==> config.mk <==
export PLATFORM = sky130hd
export DESIGN_NAME = hbe_back
export DESIGN_NICKNAME = d
export VERILOG_FILES = /design/src/rtl/hbe_pkg.sv /design/src/rtl/hbe_back.sv
export SDC_FILE = /design/constraint.sdc
export NUM_CORES = 1
export LEC_CHECK = 0
export BUFFER_PORTS_ARGS = -buffer_cell sky130_fd_sc_hd__buf_2
export CORE_MARGIN = 2
export CORE_UTILIZATION = 50
export CTS_BUF_LIST = sky130_fd_sc_hd__clkbuf_4
export CTS_CLUSTER_SIZE = 20
export DETAILED_ROUTE_END_ITERATION = 12
export PLACE_DENSITY = 0.8
export SLEW_MARGIN = 20
export SYNTH_ARGS = -nofsm -noshare
export SYNTH_HDL_FRONTEND = slang
export SYNTH_SLANG_ARGS = --single-unit
export TNS_END_PERCENT = 5
==> constraint.sdc <==
create_clock -name clk -period 5.3 [get_ports clk]
set_input_delay 1.06 -clock clk [delete_from_list [all_inputs] [get_ports clk]]
set_output_delay 1.06 -clock clk [all_outputs]
set_load 0.03 [all_outputs]
==> src/rtl/hbe_pkg.sv <==
// Package for the Huffman bitstream encoder: transaction structs, request codes
// and the queue and packer constants. No dependencies.
package hbe_pkg;

  // Request codes of the input channel
  localparam logic [1:0] REQ_LOAD   = 2'd0;
  localparam logic [1:0] REQ_ENCODE = 2'd1;
  localparam logic [1:0] REQ_FLUSH  = 2'd2;

  // Widths fixed by the transaction format
  localparam int WORD_W = 32;
  localparam int LEN_W  = 6;
  localparam int ACC_W  = WORD_W + 8;

  // Queue between the front and the back
  localparam int Q_DEPTH = 4;
  localparam int Q_AW    = 2;
  localparam int Q_CW    = 3;

  typedef struct packed {
    logic [1:0]        req_type;
    logic [7:0]        symbol;
    logic [WORD_W-1:0] code_word;
    logic [LEN_W-1:0]  code_length;
  } in_item_t;

  typedef struct packed {
    logic [7:0] packed_byte;
    logic       last_of_run;
  } out_item_t;

  // Work handed from the front to the back
  typedef struct packed {
    logic              is_flush;
    logic [WORD_W-1:0] code;
    logic [LEN_W-1:0]  len;
  } work_t;

endpackage

==> src/rtl/hbe_back.sv <==
// Back of the encoder: packs code bits MSB first and sends each full byte (and
// on flush a padded byte) through an output register. Depends on hbe_pkg.
module hbe_back (
  input  logic               clk,
  input  logic               rst_n,
  input  logic               head_valid,
  input  hbe_pkg::work_t     head_data,
  output logic               pop,
  output logic               out_valid,
  input  logic               out_stall,
  output hbe_pkg::out_item_t out_data
);

  logic [hbe_pkg::ACC_W-1:0]  acc_r, acc_nxt;
  logic [hbe_pkg::LEN_W-1:0]  cnt_r, cnt_nxt;
  logic                       out_valid_r, out_valid_nxt;
  hbe_pkg::out_item_t         out_data_r, out_data_nxt;

  logic                        out_free;
  logic                        pop_enc;
  logic                        pop_fl;
  logic [hbe_pkg::WORD_W-1:0]  aligned;
  logic [hbe_pkg::ACC_W-1:0]   placed;
  logic [hbe_pkg::ACC_W-1:0]   view_acc;
  logic [hbe_pkg::LEN_W-1:0]   view_cnt;

  assign out_free = !out_valid_r || !out_stall;

  // Take new work only once fewer than eight bits wait
  assign pop     = head_valid && (cnt_r < 6'd8) && (!head_data.is_flush || out_free);
  assign pop_enc = pop && !head_data.is_flush;
  assign pop_fl  = pop && head_data.is_flush;

  // Left-align the code and place it behind the pending bits
  assign aligned = head_data.code << (6'd32 - head_data.len);
  assign placed  = {aligned, 8'b0} >> cnt_r[2:0];

  always_comb begin
    view_acc      = pop_enc ? (acc_r | placed) : acc_r;
    view_cnt      = pop_enc ? (cnt_r + head_data.len) : cnt_r;
    acc_nxt       = view_acc;
    cnt_nxt       = view_cnt;
    out_data_nxt  = out_data_r;
    out_valid_nxt = out_valid_r && out_stall;
    if (pop_fl) begin
      // Drop the packer contents, sending a padded byte if any bits wait
      acc_nxt = '0;
      cnt_nxt = '0;
      if (cnt_r != '0) begin
        out_valid_nxt            = 1'b1;
        out_data_nxt.packed_byte = acc_r[hbe_pkg::ACC_W-1 -: 8];
        out_data_nxt.last_of_run = 1'b1;
      end
    end else if ((view_cnt >= 6'd8) && out_free) begin
      // Send the top byte and shift the rest up
      out_valid_nxt            = 1'b1;
      out_data_nxt.packed_byte = view_acc[hbe_pkg::ACC_W-1 -: 8];
      out_data_nxt.last_of_run = (view_cnt < 6'd16);
      acc_nxt                  = view_acc << 8;
      cnt_nxt                  = view_cnt - 6'd8;
    end
  end

  always_ff @(posedge clk) begin
    if (!rst_n) begin
      acc_r       <= '0;
      cnt_r       <= '0;
      out_valid_r <= 1'b0;
    end else begin
      acc_r       <= acc_nxt;
      cnt_r       <= cnt_nxt;
      out_valid_r <= out_valid_nxt;
    end
  end

  always_ff @(posedge clk) begin
    out_data_r <= out_data_nxt;
  end

  assign out_valid = out_valid_r;
  assign out_data  = out_data_r;

endmodule

Yosys cells after proc, flatten, opt, wreduce, memory -nomap -nowiden

Cells that the tools add are included.

Add/sub/neg operators: 3
Order comparisons: 3
Equality and inequality tests: 1
Shift operators: 2
Muxes and demuxes: 10
Bitwise gates (word level): 2
Reductions and logical operators: 16

Operators with widths:

| operator            | number |
|---|---|
| $mux 40             | 2 |
| $or 40x40->40       | 1 |
| $shr 40x3->40       | 1 |
| $shl 32x6->32       | 1 |
| $mux 9              | 3 |
| $mux 6              | 2 |
| $add 6x6->6         | 1 |
| $ge 6x4->1 const B  | 1 |
| $logic_and 1x1->1   | 6 |
| $lt 6x4->1 const B  | 1 |
| $lt 6x5->1 const B  | 1 |
| $reduce_bool 6->1   | 1 |
| $sub 6x4->6 const B | 1 |
| $sub 6x6->6 const A | 1 |
| $logic_not 1->1     | 3 |
| $mux 1              | 3 |
| $reduce_or 3->1     | 1 |
| $logic_or 1x1->1    | 2 |
| $ne 2x1->1 const B  | 1 |
| $reduce_and 2->1    | 1 |
| $reduce_bool 2->1   | 1 |
| $reduce_or 2->1     | 1 |
| $not 1->1           | 1 |

Register bits after elaboration: 56
Bits of input ports: 43
Word-level logic and storage cells: 43

Depth between registers and ports, before layout

Depth in word-level cells: 10
Mapped depth: 18
Mapped depth without buffers: 14

Worst setup path before layout

Ideal clock, no wire load.

Path kind: input to register
From: in head_data[0] (netlist name)
To: reg acc_r[34] (netlist name)
Arrival: 4.217 ns
Path slack: 0.949 ns
Stages: 13
Path through: buf_6 > inv_2 > buf_6 > ha_1 > buf_6 > mux2_2 > mux2_2 > mux4_2 > o2bb2ai_1 > mux2_2 > mux4_2 > a21oi_2 > a2111oi_2

Cells in the longest elaborated chain, start to end: 6
Elaborated cells on any way between the ends: 10

Ends and longest elaborated chain:

| what                 | line           | source |
|---|---|---|
| from (decl)          | hbe_back.sv:7  | `input hbe_pkg::work_t head_data,` |
| $sub 6x6->6          | hbe_back.sv:35 | `assign aligned = head_data.code << (6'd32 - head_data.len);` |
| $shl 32x6->32        | hbe_back.sv:35 |  |
| $shr 40x3->40        | hbe_back.sv:36 | `assign placed = {aligned, 8'b0} >> cnt_r[2:0];` |
| $or 40x40->40        | hbe_back.sv:39 | `view_acc = pop_enc ? (acc_r \| placed) : acc_r;` |
| $mux 40              | hbe_back.sv:39 |  |
| $mux 40 *            | hbe_back.sv:54 | `end else if ((view_cnt >= 6'd8) && out_free) begin` |
| to (signal assigned) | hbe_back.sv:70 | `acc_r <= acc_nxt;` |
| to (decl)            | hbe_back.sv:14 | `logic [hbe_pkg::ACC_W-1:0] acc_r, acc_nxt;` |

Mark *: on every way between the ends. The rest lies on a longest branch, timed or not.
A chain may end at the register's enable or synchronous reset.

Final worst setup path

From: in head_data[1] (netlist name)
To: reg acc_r[34] (netlist name)

The elaborated chain is that of the path after synthesis.

==> reports/metrics.yaml <==
cts-htree-levels: 2
reg2regPathDepth: 13
synth_top_area_share: 0.1504
post_cts_buffers: 0
initial_core_util: 0.5172
grt_pass1_wl_mm: 29.27
antenna_found_initial: 0
synth_top_area_cell: "mux4_2"
timing.final.crit_share: 0.8032
worst_path_most_repeated_cell: "mux4_2"
synth_ff_type: "dfxtp_1"
synth_area_leaders: "mux4_2, dfxtp_1, mux2i_1"
syn_nets: 726
drive_above_1_share: 0.2841
tightest_slew_ns: 0.7364
skew_ns: 0.01642
cp_slowest_stage_delay_ns: 0.50
synth-seq-cells: 55
cts_root_buffer: "clkbuf_4"
routedWlPerCell_um: 20.90
startpoint_type: "input port"
ff2ff_setup_slack_ns: 1.55
cts_max_path_buffers: 2
synth_cell_type_count: 97
vias: 5929
peakVddDrop_mv: 0.2310
vias_per_cell: 6.854
setup_tns_ns: 0
worstPathRequired_ns: 5.57
reg2reg_from: "cnt_r[2]"
grt.overflow.total: 0
crit_chain: "buf_2 -> inv_1 -> ha_2 -> buf_12 -> mux2_2 -> mux4_2 -> o211a_1 -> a221oi_1 -> mux2i_1 -> mux4_2 -> a21oi_2 -> a2111oi_2"
yosysSeqAreaShare: 0.1894
n_fill_cell: 1111
syn-instance-count: 674
synth-warning-count: 0
regToRegEndpoint: "acc_r[19]"
cts_resized: 0
die_w_um: 116.2
hold_start: "acc_r[4]"
first_pass_iters: 5
cts_tree: "built"
dpl_cell_area_um2: 6604
drc: 0
grt.total_usage: 0.2729
status: "complete, no violations"
postLayoutCellArea_um2: 6664
cp_slowest_cell: "mux4_2"
avgSynthCellArea_um2: 9.332
endpoint_kind: "flip-flop"
area_growth_syn_to_layout_pct: 5.948
cts.clk_slew.worst_paths_ns: 0.17
final_antenna_net_count: 0
wl_mm: 18.08
die_h_um: 116.2
grt_max_degree: 59
drtIter0Drc: 562
synth_area_um2: 6290
max_cap_violations: 0
setup-violations-final: 0
io_pins: 54
fmax_ghz: 0.2349
crit_type: "input port to flip-flop"
whs_ns: 0.4857
mostFrequentLayoutCells: "nor2_1, buf_2, mux2i_1, dfxtp_1, nand2_1"
holdPathEnd: "acc_r[4]"
layout_commonest_cell: "nor2_1"
hold_depth: 2
worst_skew_pair.late_latency_ns: 0.39
synthArstFlopShare: 0
design.core.area_um2: 12160
port_buffers: 53
layout_min_cycle_time_ns: 4.257
hold_viol_final: 0
std_cell_rows: 40
worstPathMaxFanout: 58
p_leak_nw: 2.547
relSlewSlack: 0.5078
antennaDiodeCount: 0
hold_class: "flip-flop to flip-flop"
fin_nets: 748
rsz0062_at_grt: "false"
cp.arrival_ns: 4.52
holdBufCountCts: 0
cts_sinks: 55
drv_slew: 0
routabilityCongestion: 0.9828
synth_edf_count: 9
die_area_um2: 13490
hpwl_mm: 13.74
grt_pass1_vias: 5598
cts_buffers: 5
p_per_area_nw_per_um2: 379.2
[worst max-delay path by stage]
stage	endpoint	cells after the start	slack (ns)	start
global placement	acc_r[35]	12	0.71	head_data[1]
finish	acc_r[34]	12	1.04	head_data[1]
detailed placement	acc_r[35]	12	0.62	head_data[1]
floorplan	acc_r[34]	13	0.95	head_data[0]
global route	acc_r[34]	12	0.78	head_data[1]
CTS	acc_r[35]	12	1.06	head_data[1]
[metal layers]
layer,share of wire,routed length (um),vias up,global-route usage
li1,-,-,2737,-
met1,0.42,7635,2861,0.3847
met2,0.47,8522,292,0.4448
met3,0.083,1506,39,0.04203
met4,0.023,417,0,0.06429
met5,0,0,-,0
[flip-flops by register name (all words and copies together) (netlist names)]
name / count
cnt_r: 6
out_data: 9
out_valid: 1
acc_r: 39
[power by group]
group	internal, W	leakage, nW	total, W	switching [W]
registers	0.000620	0.468	0.000688	0.0000672
logic	0.000634	2.04	0.00164	0.00101
clock network	0.0000539	0.0356	0.000195	0.000141
[cell usage after synthesis, drive strengths merged, types with 6 or more instances]
master	number
nand2	46
a21o	10
nor3	21
a31oi	9
o22ai	7
nor2b	6
nand3	6
mux4	42
o21a	8
o21ai	17
nor2	62
a221oi	17
buf	32
o211ai	9
nor4	10
and2	6
nand2b	6
a21oi	37
inv	13
dfxtp	46
edfxtp	9
mux2i	47
ha	8
clkbuf	27
mux2	44
a211oi	24
[area by class of cell]
type,count,area [um2],area share
flip-flops and latches,55,1191,0.1787
repair buffers,74,435.4,0.06534
multi-input cells,546,4715,0.7075
inverters,14,52.55,0.007886
clock inverters,3,22.52,0.003380
well taps,168,210.2,0.03154
clock buffers,5,37.54,0.005633
[cells by family after synthesis]
logic type               after synthesis  synth area share
AO/OA/AOI/OAI                        207            0.2534
XOR/XNOR                               4          0.006765
adder cells (fa/ha/maj)                9           0.01910
buffers and inverters                 73           0.06505
flip-flops                            55            0.1894
multiplexers                         133            0.3065
AND/OR/NAND/NOR                      193            0.1597
[worst max-delay path: cells and delay by family]
kind                       cells  cell delay (ns)
buffers and inverters          3             0.61
muxes                          4             1.56
adders and majority gates      1             0.36
AOI/OAI and AO/OA              4             0.90
[stage by stage]
| stage | power [W] | utilization | cells | setup WS, ns |
|---|---|---|---|---|
| after floorplan | 0.001927 | - | 674 | 0.9490 |
| after global placement | 0.002260 | 0.5430 | 857 | 0.7112 |
| after detailed placement | 0.002310 | 0.5430 | 857 | 0.6225 |
| after CTS | 0.002498 | 0.5479 | 865 | 1.058 |
| after global routing | 0.002684 | 0.5479 | 865 | 0.7825 |
| final | 0.002527 | 0.5479 | 865 | 1.043 |
No activity file was read; power rests on OpenSTA's default activity.
