### config.mk
export PLATFORM = sky130hd
export DESIGN_NAME = hbe_fifo
export DESIGN_NICKNAME = d
export VERILOG_FILES = /design/src/rtl/hbe_pkg.sv /design/src/rtl/hbe_fifo.sv
export SDC_FILE = /design/constraint.sdc
export NUM_CORES = 1
export LEC_CHECK = 0
export BUFFER_PORTS_ARGS = -buffer_cell sky130_fd_sc_hd__buf_2
export CAP_MARGIN = 20
export CORE_AREA = 2 2 120 122
export DETAILED_ROUTE_END_ITERATION = 6
export DIE_AREA = 0 0 122 124
export PLACE_DENSITY = 0.69
export SLEW_MARGIN = 20
export SYNTH_ARGS = -nofsm -noshare
export SYNTH_HDL_FRONTEND = slang
export SYNTH_SLANG_ARGS = --single-unit
### constraint.sdc
create_clock -name clk -period 5 [get_ports clk]
set_clock_uncertainty 0.2 [all_clocks]
set_input_delay 0.75 -clock clk [delete_from_list [all_inputs] [get_ports clk]]
set_output_delay 0.75 -clock clk [all_outputs]
set_load 0.1 [all_outputs]
### src/rtl/hbe_pkg.sv
// Package for the Huffman bitstream encoder: transaction structs, request codes
// and the queue and packer constants. No dependencies.
package hbe_pkg;

  // Request codes of the input channel
  localparam logic [1:0] REQ_LOAD   = 2'd0;
  localparam logic [1:0] REQ_ENCODE = 2'd1;
  localparam logic [1:0] REQ_FLUSH  = 2'd2;

  // Widths fixed by the transaction format
  localparam int WORD_W = 32;
  localparam int LEN_W  = 6;
  localparam int ACC_W  = WORD_W + 8;

  // Queue between the front and the back
  localparam int Q_DEPTH = 4;
  localparam int Q_AW    = 2;
  localparam int Q_CW    = 3;

  typedef struct packed {
    logic [1:0]        req_type;
    logic [7:0]        symbol;
    logic [WORD_W-1:0] code_word;
    logic [LEN_W-1:0]  code_length;
  } in_item_t;

  typedef struct packed {
    logic [7:0] packed_byte;
    logic       last_of_run;
  } out_item_t;

  // Work handed from the front to the back
  typedef struct packed {
    logic              is_flush;
    logic [WORD_W-1:0] code;
    logic [LEN_W-1:0]  len;
  } work_t;

endpackage

### src/rtl/hbe_fifo.sv
// Short work queue between the front and the back of the encoder.
// Depends on hbe_pkg.
module hbe_fifo (
  input  logic                     clk,
  input  logic                     rst_n,
  input  logic                     push_valid,
  input  hbe_pkg::work_t           push_data,
  input  logic                     pop,
  output logic                     head_valid,
  output hbe_pkg::work_t           head_data,
  output logic [hbe_pkg::Q_CW-1:0] count
);

  hbe_pkg::work_t            entry_r [hbe_pkg::Q_DEPTH];
  logic [hbe_pkg::Q_AW-1:0]  wr_ptr_r, wr_ptr_nxt;
  logic [hbe_pkg::Q_AW-1:0]  rd_ptr_r, rd_ptr_nxt;
  logic [hbe_pkg::Q_CW-1:0]  count_r, count_nxt;
  logic                      do_pop;

  assign head_valid = (count_r != '0);
  assign head_data  = entry_r[rd_ptr_r];
  assign count      = count_r;
  assign do_pop     = pop && head_valid;

  // Advance pointers and occupancy
  always_comb begin
    wr_ptr_nxt = push_valid ? wr_ptr_r + hbe_pkg::Q_AW'(1) : wr_ptr_r;
    rd_ptr_nxt = do_pop ? rd_ptr_r + hbe_pkg::Q_AW'(1) : rd_ptr_r;
    count_nxt  = count_r + hbe_pkg::Q_CW'(push_valid) - hbe_pkg::Q_CW'(do_pop);
  end

  always_ff @(posedge clk) begin
    if (!rst_n) begin
      wr_ptr_r <= '0;
      rd_ptr_r <= '0;
      count_r  <= '0;
    end else begin
      wr_ptr_r <= wr_ptr_nxt;
      rd_ptr_r <= rd_ptr_nxt;
      count_r  <= count_nxt;
    end
  end

  // Store pushed work
  always_ff @(posedge clk) begin
    if (push_valid) begin
      entry_r[wr_ptr_r] <= push_data;
    end
  end

endmodule

Word level (Yosys, flattened, before mapping)

Memories as Yosys holds them, arrays and structs flattened. A register that Yosys moved wholly into a read port is not among the register bits.
Index checks and enable logic that the tools add are counted.

Bits of input ports: 43
Output and inout port bits: 43
Memories: 1
Register bits after elaboration: 7
Bits in writable memories: 156

Reduce and logical (&&, ||, !) cells: 2
Add/sub/neg operators: 4
Mux-type cells: 4

Memories:

| name    | depth | width | rd ports | clocked after Yosys merged registers in | wr ports | RTL line       | text |
|---|---|---|---|---|---|---|---|
| entry_r | 4     | 39    | 1        | 1                                       | 1        | hbe_fifo.sv:14 | `hbe_pkg::work_t entry_r [hbe_pkg::Q_DEPTH];` |

Operators by type and width:

| kind                                                           | count |
|---|---|
| 2-bit by 1-bit adder with 2-bit output (second input constant) | 2 |
| 2-bit two-way mux                                              | 2 |
| 3-bit by 1-bit adder with 3-bit output                         | 1 |
| 3-bit nonzero test                                             | 1 |
| 3-bit by 1-bit subtractor with 3-bit output                    | 1 |
| 1-bit two-way mux                                              | 2 |
| 1-bit logical AND                                              | 1 |

Logic depth before layout (Yosys ltp)

Gate-level depths: netlist of the first run.

Depth in word-level cells: 4
Gate-level depth with buffers: 7

Worst setup path after synthesis of the first run

No wires, ideal clock.

Path kind: register -> output
From: reg count_r, in the netlist count[1]
To: out head_valid
Stages on the path, launching flop included: 2
Data arrival time: 1812 ps
Setup slack: 2238 ps
Data required time: 4050 ps
Cells stage by stage: dfxtp_1 or3_1

Cells in the longest elaborated chain, start to end: 1

RTL lines:

| item                   | RTL line       | text |
|---|---|---|
| from (decl)            | hbe_fifo.sv:17 | `logic [hbe_pkg::Q_CW-1:0] count_r, count_nxt;` |
| from (signal assigned) | hbe_fifo.sv:40 | `count_r <= count_nxt;` |
| 3-bit nonzero test     | hbe_fifo.sv:20 | `assign head_valid = (count_r != '0);` |
| to (decl)              | hbe_fifo.sv:9  | `output logic head_valid,` |

Every way passes these cells.

==> flow_summary.json, run 1 <==
{
  "initialDrtViolationCount": 228,
  "synth_top_area_cell": "edfxtp_1",
  "syn-cell-area_sq_um": 6090,
  "final_antenna_net_count": 0,
  "tritoncts": "built",
  "drc": 0,
  "fmaxAchievable_ghz": 0.308,
  "yosys-top-cells-area": "edfxtp_1, mux4_2, dfxtp_1, ha_1, and2_1",
  "synth_most_common_cell": "edfxtp_1",
  "rsz0062_at_grt": "false",
  "route.vias.total": 2705,
  "syn_inst": 247,
  "floorplan.die_area_sq_um": 15100,
  "synthFlopType": "edfxtp_1",
  "timing_hold_violations_final": 0,
  "yosys-top-cells-count": "edfxtp_1, mux4_2, dfxtp_1",
  "setup.worst_path.class": "reg2out",
  "critPathLaunchType": "register",
  "design.portCount": 86,
  "max_stage_delay_ns": 1.03,
  "yosysWarnings": 0,
  "power.density_nw_per_um2": 587,
  "cts_resized": 0,
  "via_density_per_instance": 5.05,
  "die_width_microns": 122,
  "slew_headroom": 0.293,
  "async_reset_ff_frac": 0,
  "dp_hpwl_microns": 6070,
  "area_growth_syn_to_layout_pct": 19.4,
  "antenna_cells": 0,
  "cts_inserted_buffers": 17,
  "post-cts-setup-buffers": 0,
  "tritoncts_num_sinks": 165,
  "clockRootBuffer": "clkbuf_16",
  "cpLargestDelayFamily": "flip-flops",
  "status": "complete, no violations",
  "quantity_of_hold_fixing_buffers_added_after_cts": 0,
  "timing.reg2reg.worst_path_depth": 7,
  "finalSetupViolCount": 0,
  "path_clk_slew_ns": 0.06,
  "drtPass1Iterations": 5,
  "timing.final.crit_period_ns": 3.25,
  "synth_enable_flop_cells": 156,
  "cp_slowest_cell": "dfxtp_2",
  "netlist-cell-type-count": 20,
  "final_layout_size_suffix_gt1_frac": 0.444,
  "leakage_nw": 2.49,
  "min-delay-path-class": "reg2reg",
  "cts_max_path_buffers": 2,
  "cp_max_fo": 39,
  "cp_num_buf_inv": 1,
  "wirelength_microns": 10400,
  "place.gp.congestion": 0.651,
  "finalCoreUtilization": 0.530,
  "worst-endpoint-required_ns": 4.05,
  "worst-endpoint-arrival_ns": 2.30,
  "final_slew_violations": 0,
  "final_net_count": 393,
  "first_pass_grt_wire_length_microns": 15900,
  "grt_pass1_vias": 3009,
  "syn-mean-instance-area_sq_um": 24.6,
  "die_height_microns": 124,
  "clock_insertion_delay_worst_skew_ns": 0.42,
  "number_of_nets_produced_by_synthesis": 297,
  "place.port_buffers": 85,
  "maximum_number_of_pins_on_one_net_before_global_route_repair": 40,
  "post_drt_wl_per_cell_microns": 19.4,
  "initial_core_util": 0.444,
  "worstPathCellList": "mux4_2 > buf_2",
  "groute.usage.overall": 0.149,
  "worstMarginPinSlew_ns": 1.06,
  "ir_drop_mv": 0.447,
  "row_cnt": 43,
  "portion_of_the_post_synthesis_area_used_by_sequential_elements": 0.799,
  "grt_antenna_before_repair": 1,
  "placeable_area_sq_um": 13700,
  "final_min_period_over_clock_period": 0.650,
  "crit_path_end_kind": "output port",
  "path_depth": 2,
  "totalNegativeSetupSlack_ns": 0,
  "grt.overflow.total": 0,
  "fillers": 1107,
  "worstHoldPathCells": 2,
  "htree_num_levels": 4,
  "flip_flop_and_latch_count_after_synthesis": 165,
  "post-synth-top-area-fraction": 0.770,
  "drv.max_cap_violation_count": 0
}
routing by layer:
metal,part of all wire,wire length (microns),up-vias,track usage
li1,-,-,1229,-
met1,0.40,4210,1386,0.171
met2,0.51,5270,72,0.242
met3,0.075,777,16,0.0664
met4,0.013,137,2,0.0690
met5,0.0012,13,-,0
power breakdown:
part / switching, mW / internal, mW
sequential: 0.113 / 1.60
clock: 0.489 / 0.733
combinational: 1.02 / 0.303
total: 1.63 / 2.63
per-stage QoR:
step           setup WS, ns  cells  hold WS, ns  instance area (sq um)  power [mW]
2_1_floorplan          2.24    247        0.249                   6090        2.89
3_3_place_gp           2.14    504        0.253                   6690        3.08
3_5_place_dp           2.12    504        0.267                   6690        3.09
4_1_cts                1.65    536        0.280                   7260        4.31
5_1_grt                1.63    536        0.307                   7270        4.41
6_report               1.75    536        0.274                   7270        4.26
cell usage in the layout (no fill, tap or decap):
master,n
and2_1,4
and2_2,1
and2_4,3
buf_2,85
clkbuf_1,4
clkbuf_16,20
clkbuf_8,1
clkinv_2,5
clkinvlp_4,2
dfxtp_1,7
dfxtp_2,1
dfxtp_4,1
edfxtp_1,156
fa_1,1
ha_1,6
inv_1,6
mux2i_1,4
mux4_2,39
nand2_1,2
nand2b_1,2
nor2b_1,1
o311ai_0,1
o31a_1,1
or3_1,1
xnor3_1,1
xor2_1,1
final cells by class:
type                       instances  area, sq um  area share
clock inverter                     7         40.0     0.00551
multi-input combinational         68         1150       0.159
inverter                           6         22.5     0.00310
sequential                       165         4870       0.670
timing repair buffer              85          425      0.0586
clock buffer                      25          529      0.0728
tap                              180          225      0.0310
tightest hold or removal path: stages, from the launching register on:
cell     delay (ns)
dfxtp_1        0.30
nand2_1        0.05
mux2i_1        0.07
path summary, 6_finish.rpt:
kind | startpoint | endpoint | slack [ns]
max | register | head_data[2] | 1.75
min | rd_ptr_r[1] | register | 0.27
max reg2reg | count[1] | count[2] | 2.75
min reg2reg | rd_ptr_r[1] | register | 0.27
state kept, by name, summed over array words and instances, names as in the netlist, named ones only:
name,flops
entry_r,156
count,3
rd_ptr_r,2
wr_ptr_r,2
cell families (layout without fill, tap and decap cells):
group,count (synthesis),count (layout),synth area share
AO/OA/AOI/OAI,2,2,0.00288
multiplexers,43,43,0.151
buffers and inverters,14,123,0.0127
XOR/XNOR,2,2,0.00514
flip-flops,165,165,0.799
adder cells (fa/ha/maj),7,7,0.0156
AND/OR/NAND/NOR,14,14,0.0136
No activity file was read; power rests on OpenSTA's default activity.
==> run 2, diff against run 1 <==
ABC_AREA = 1   (was not set)
CORE_AREA = 2 2 121 123   (was 2 2 120 122)
DIE_AREA = 0 0 123 125   (was 0 0 122 124)
PLACE_DENSITY = 0.72   (was 0.69)
clock period = 2.7 ns   (was 5 ns; I/O delays follow)
==> run 2 against run 1 <==
Compared with the run above: wire length rose by 22%; clock power grew 90%; design area increased by 18%; sequential cell count is the same; synthesized area up 2.5%; first-iteration DRC count is 15% higher; die area up 1.6%; global-route usage rose by 2.7 points; utilization is 7.5 points higher; register-to-register slack lost 2.0 ns; critical endpoint is now head_data[17].
==> flow_summary.json, run 2 <==
{
  "status": "complete, no violations",
  "yosys-top-cells-count": "edfxtp_1, nor2_1, o21ai_0",
  "synth_enable_flop_cells": 156,
  "layout.cells.non_filler": 757,
  "power.density_nw_per_um2": 1110,
  "final_layout_size_suffix_gt1_frac": 0.291,
  "place.detailed.instances": 692,
  "adder_and_majority_cell_fraction_of_the_synthesized_area": 0.0152,
  "synth_top_family_by_area": "compound AO/OA/AOI/OAI gates",
  "syn_inst": 438,
  "finalPower_mw": 9.51,
  "slew_headroom": 0.679,
  "synth_top_area_cell": "edfxtp_1",
  "timing.reg2reg.worst_path_depth": 8,
  "post-synth-top-area-fraction": 0.750,
  "syn-cell-area_sq_um": 6240,
  "floorplan.die_area_sq_um": 15400,
  "die_height_microns": 125,
  "flip_flop_and_latch_count_after_synthesis": 165,
  "yosys.area_share.simple": 0.0599,
  "place_area_sq_um": 7680,
  "place.port_buffers": 85,
  "crit_path_end_kind": "output port",
  "first_pass_grt_wire_length_microns": 20100,
  "grt.overflow.total": 0,
  "finalCoreUtilization": 0.605,
  "yosysWarnings": 0,
  "via_density_per_instance": 5.13,
  "timing.final.crit_period_ns": 2.57,
  "timing.hold.worst_endpoint": "entry_r[1][6]",
  "tritoncts_num_sinks": 165,
  "post_drt_wl_per_cell_microns": 16.7,
  "wirelength_microns": 12700,
  "groute.usage.overall": 0.176,
  "drv.max_cap_violation_count": 0,
  "cp_max_fo": 25,
  "synth_compound_gate_area_share": 0.108,
  "drtPass1Iterations": 4,
  "final_antenna_net_count": 0,
  "synth.mux.area_fraction": 0,
  "clockRootBuffer": "clkbuf_16",
  "initial_core_util": 0.439,
  "final_net_count": 610,
  "hold_path_startpoint": "push_data[6]",
  "syn-mean-instance-area_sq_um": 14.3,
  "most_common_library_cell_in_the_layout_ignoring_fill_and_taps": "edfxtp_1",
  "worst_slack_ns": 0.132,
  "cp_slowest_cell": "dfxtp_2",
  "yosys-top-cells-area": "edfxtp_1, o21ai_0, nor2_1, o22ai_1, dfxtp_1",
  "largest_register": "entry_r",
  "netlist-cell-type-count": 21,
  "grt_pass1_vias": 4033,
  "finalSetupViolCount": 0,
  "dp_hpwl_microns": 7470,
  "placeable_area_sq_um": 14200,
  "die_width_microns": 123,
  "yosys.area_share.xor_xnor": 0,
  "final_slew_violations": 0,
  "number_of_nets_produced_by_synthesis": 488,
  "tritoncts": "built",
  "worstMarginPinSlew_ns": 0.481,
  "max_stage_delay_ns": 0.51,
  "cp_num_buf_inv": 2,
  "synth_most_common_cell": "edfxtp_1",
  "top_library_cells_by_usage_in_the_layout_fill_and_taps_aside": "edfxtp_1, nor2_1, o21ai_0",
  "largest_register_ffs": 156,
  "cts_max_path_buffers": 2,
  "antenna_cells": 0,
  "path_clk_slew_ns": 0.06,
  "area.sequential_sq_um": 4870,
  "preCtsSetupSlack_ns": 0.523,
  "fillers": 1059,
  "maximum_number_of_pins_on_one_net_before_global_route_repair": 79,
  "synthFlopType": "edfxtp_1",
  "drc": 0,
  "worst-endpoint-required_ns": 2.10,
  "critPathLaunchType": "register",
  "cpLargestDelayFamily": "buffers and inverters",
  "worstPathCellList": "buf_4 > o21ai_0 > o22ai_2 > buf_12",
  "critical_path.reg2reg.startpoint": "count[1]",
  "fin_worst_hold_slack_ns": 0.0212,
  "leakage_nw": 3.12,
  "min-delay-path-class": "in2reg",
  "rsz0062_at_grt": "false",
  "final_min_period_over_clock_period": 0.951,
  "totalNegativeSetupSlack_ns": 0,
  "place.gp.congestion": 0.723,
  "design.portCount": 86,
  "worstHoldPathCells": 1,
  "fmaxAchievable_ghz": 0.389,
  "htree_num_levels": 4,
  "area_growth_syn_to_layout_pct": 37.6,
  "async_reset_ff_frac": 0,
  "worstReg2RegEnd": "count[2]",
  "route.vias.total": 3887,
  "clock_insertion_delay_worst_skew_ns": 0.41,
  "setup.worst_path.class": "reg2out",
  "initialDrtViolationCount": 263,
  "worst-endpoint-arrival_ns": 1.96,
  "row_cnt": 44,
  "grt_antenna_before_repair": 0,
  "portion_of_the_post_synthesis_area_used_by_sequential_elements": 0.779,
  "ir_drop_mv": 1.01,
  "cts_inserted_buffers": 17,
  "timing.reg2reg.setup_slack_ns": 0.73,
  "postLayoutCellArea_sq_um": 8590,
  "multi_input_comb_area_sq_um": 1390,
  "timing_hold_violations_final": 0
}
## run 2: cell count changes after synthesis, sizes merged, moves of 4 or more
cell    change
inv        +11
mux4       -39
o22ai      +39
nor2       +83
and2        -8
o21ai      +80
clkbuf      +7
nand2      +12
a21oi       +5
mux2i       -4
buf        +10
## run 2: how the worst max path moves through the flow
stage	to	slack, ns	depth (start not counted)
global route	head_data[2]	0.03	4
finish	head_data[17]	0.13	4
CTS	head_data[19]	0.07	5
floorplan	count[1]	0.17	8
global placement	head_data[20]	0.57	5
detailed placement	head_data[19]	0.52	5
## run 2: what timing repair did
item,in CTS,in global routing
setup endpoints to repair,0,2
endpoints found under the hold margin,129,0
setup buffers,0,0
resized for setup,0,1
hold buffers,33,0
## run 2: area by class of cell
type                            count  share of cell area
Sequential cell                   165               0.567
Timing Repair Buffer              128               0.170
Multi-Input combinational cell    231               0.162
Clock buffer                       19              0.0504
Tap cell                          184              0.0268
Clock inverter                     13              0.0162
Inverter                           17             0.00801
## run 2: power by group
group	switching (mW)	internal (mW)	total (mW)
Clock	0.891	1.43	2.32
Combinational	2.90	1.28	4.18
Sequential	0.0589	2.94	3.00
Total	3.85	5.66	9.51
## run 2: kinds of logic (layout without fill, tap and decap cells)
group,count (synthesis),after routing
AOI/OAI and AO/OA,125,125
adders and majority gates,7,7
buffers and inverters,42,177
DFF,165,165
and+or+nand+nor,99,99
## run 2: routing by layer
layer  wire (microns)  track usage  share of wire  vias up
met4               87       0.0702         0.0069        0
met3              729       0.0506          0.058        8
li1                 -            -              -     1865
met5                0            0              0        -
met2             6220        0.279           0.49      100
met1             5630        0.230           0.44     1914
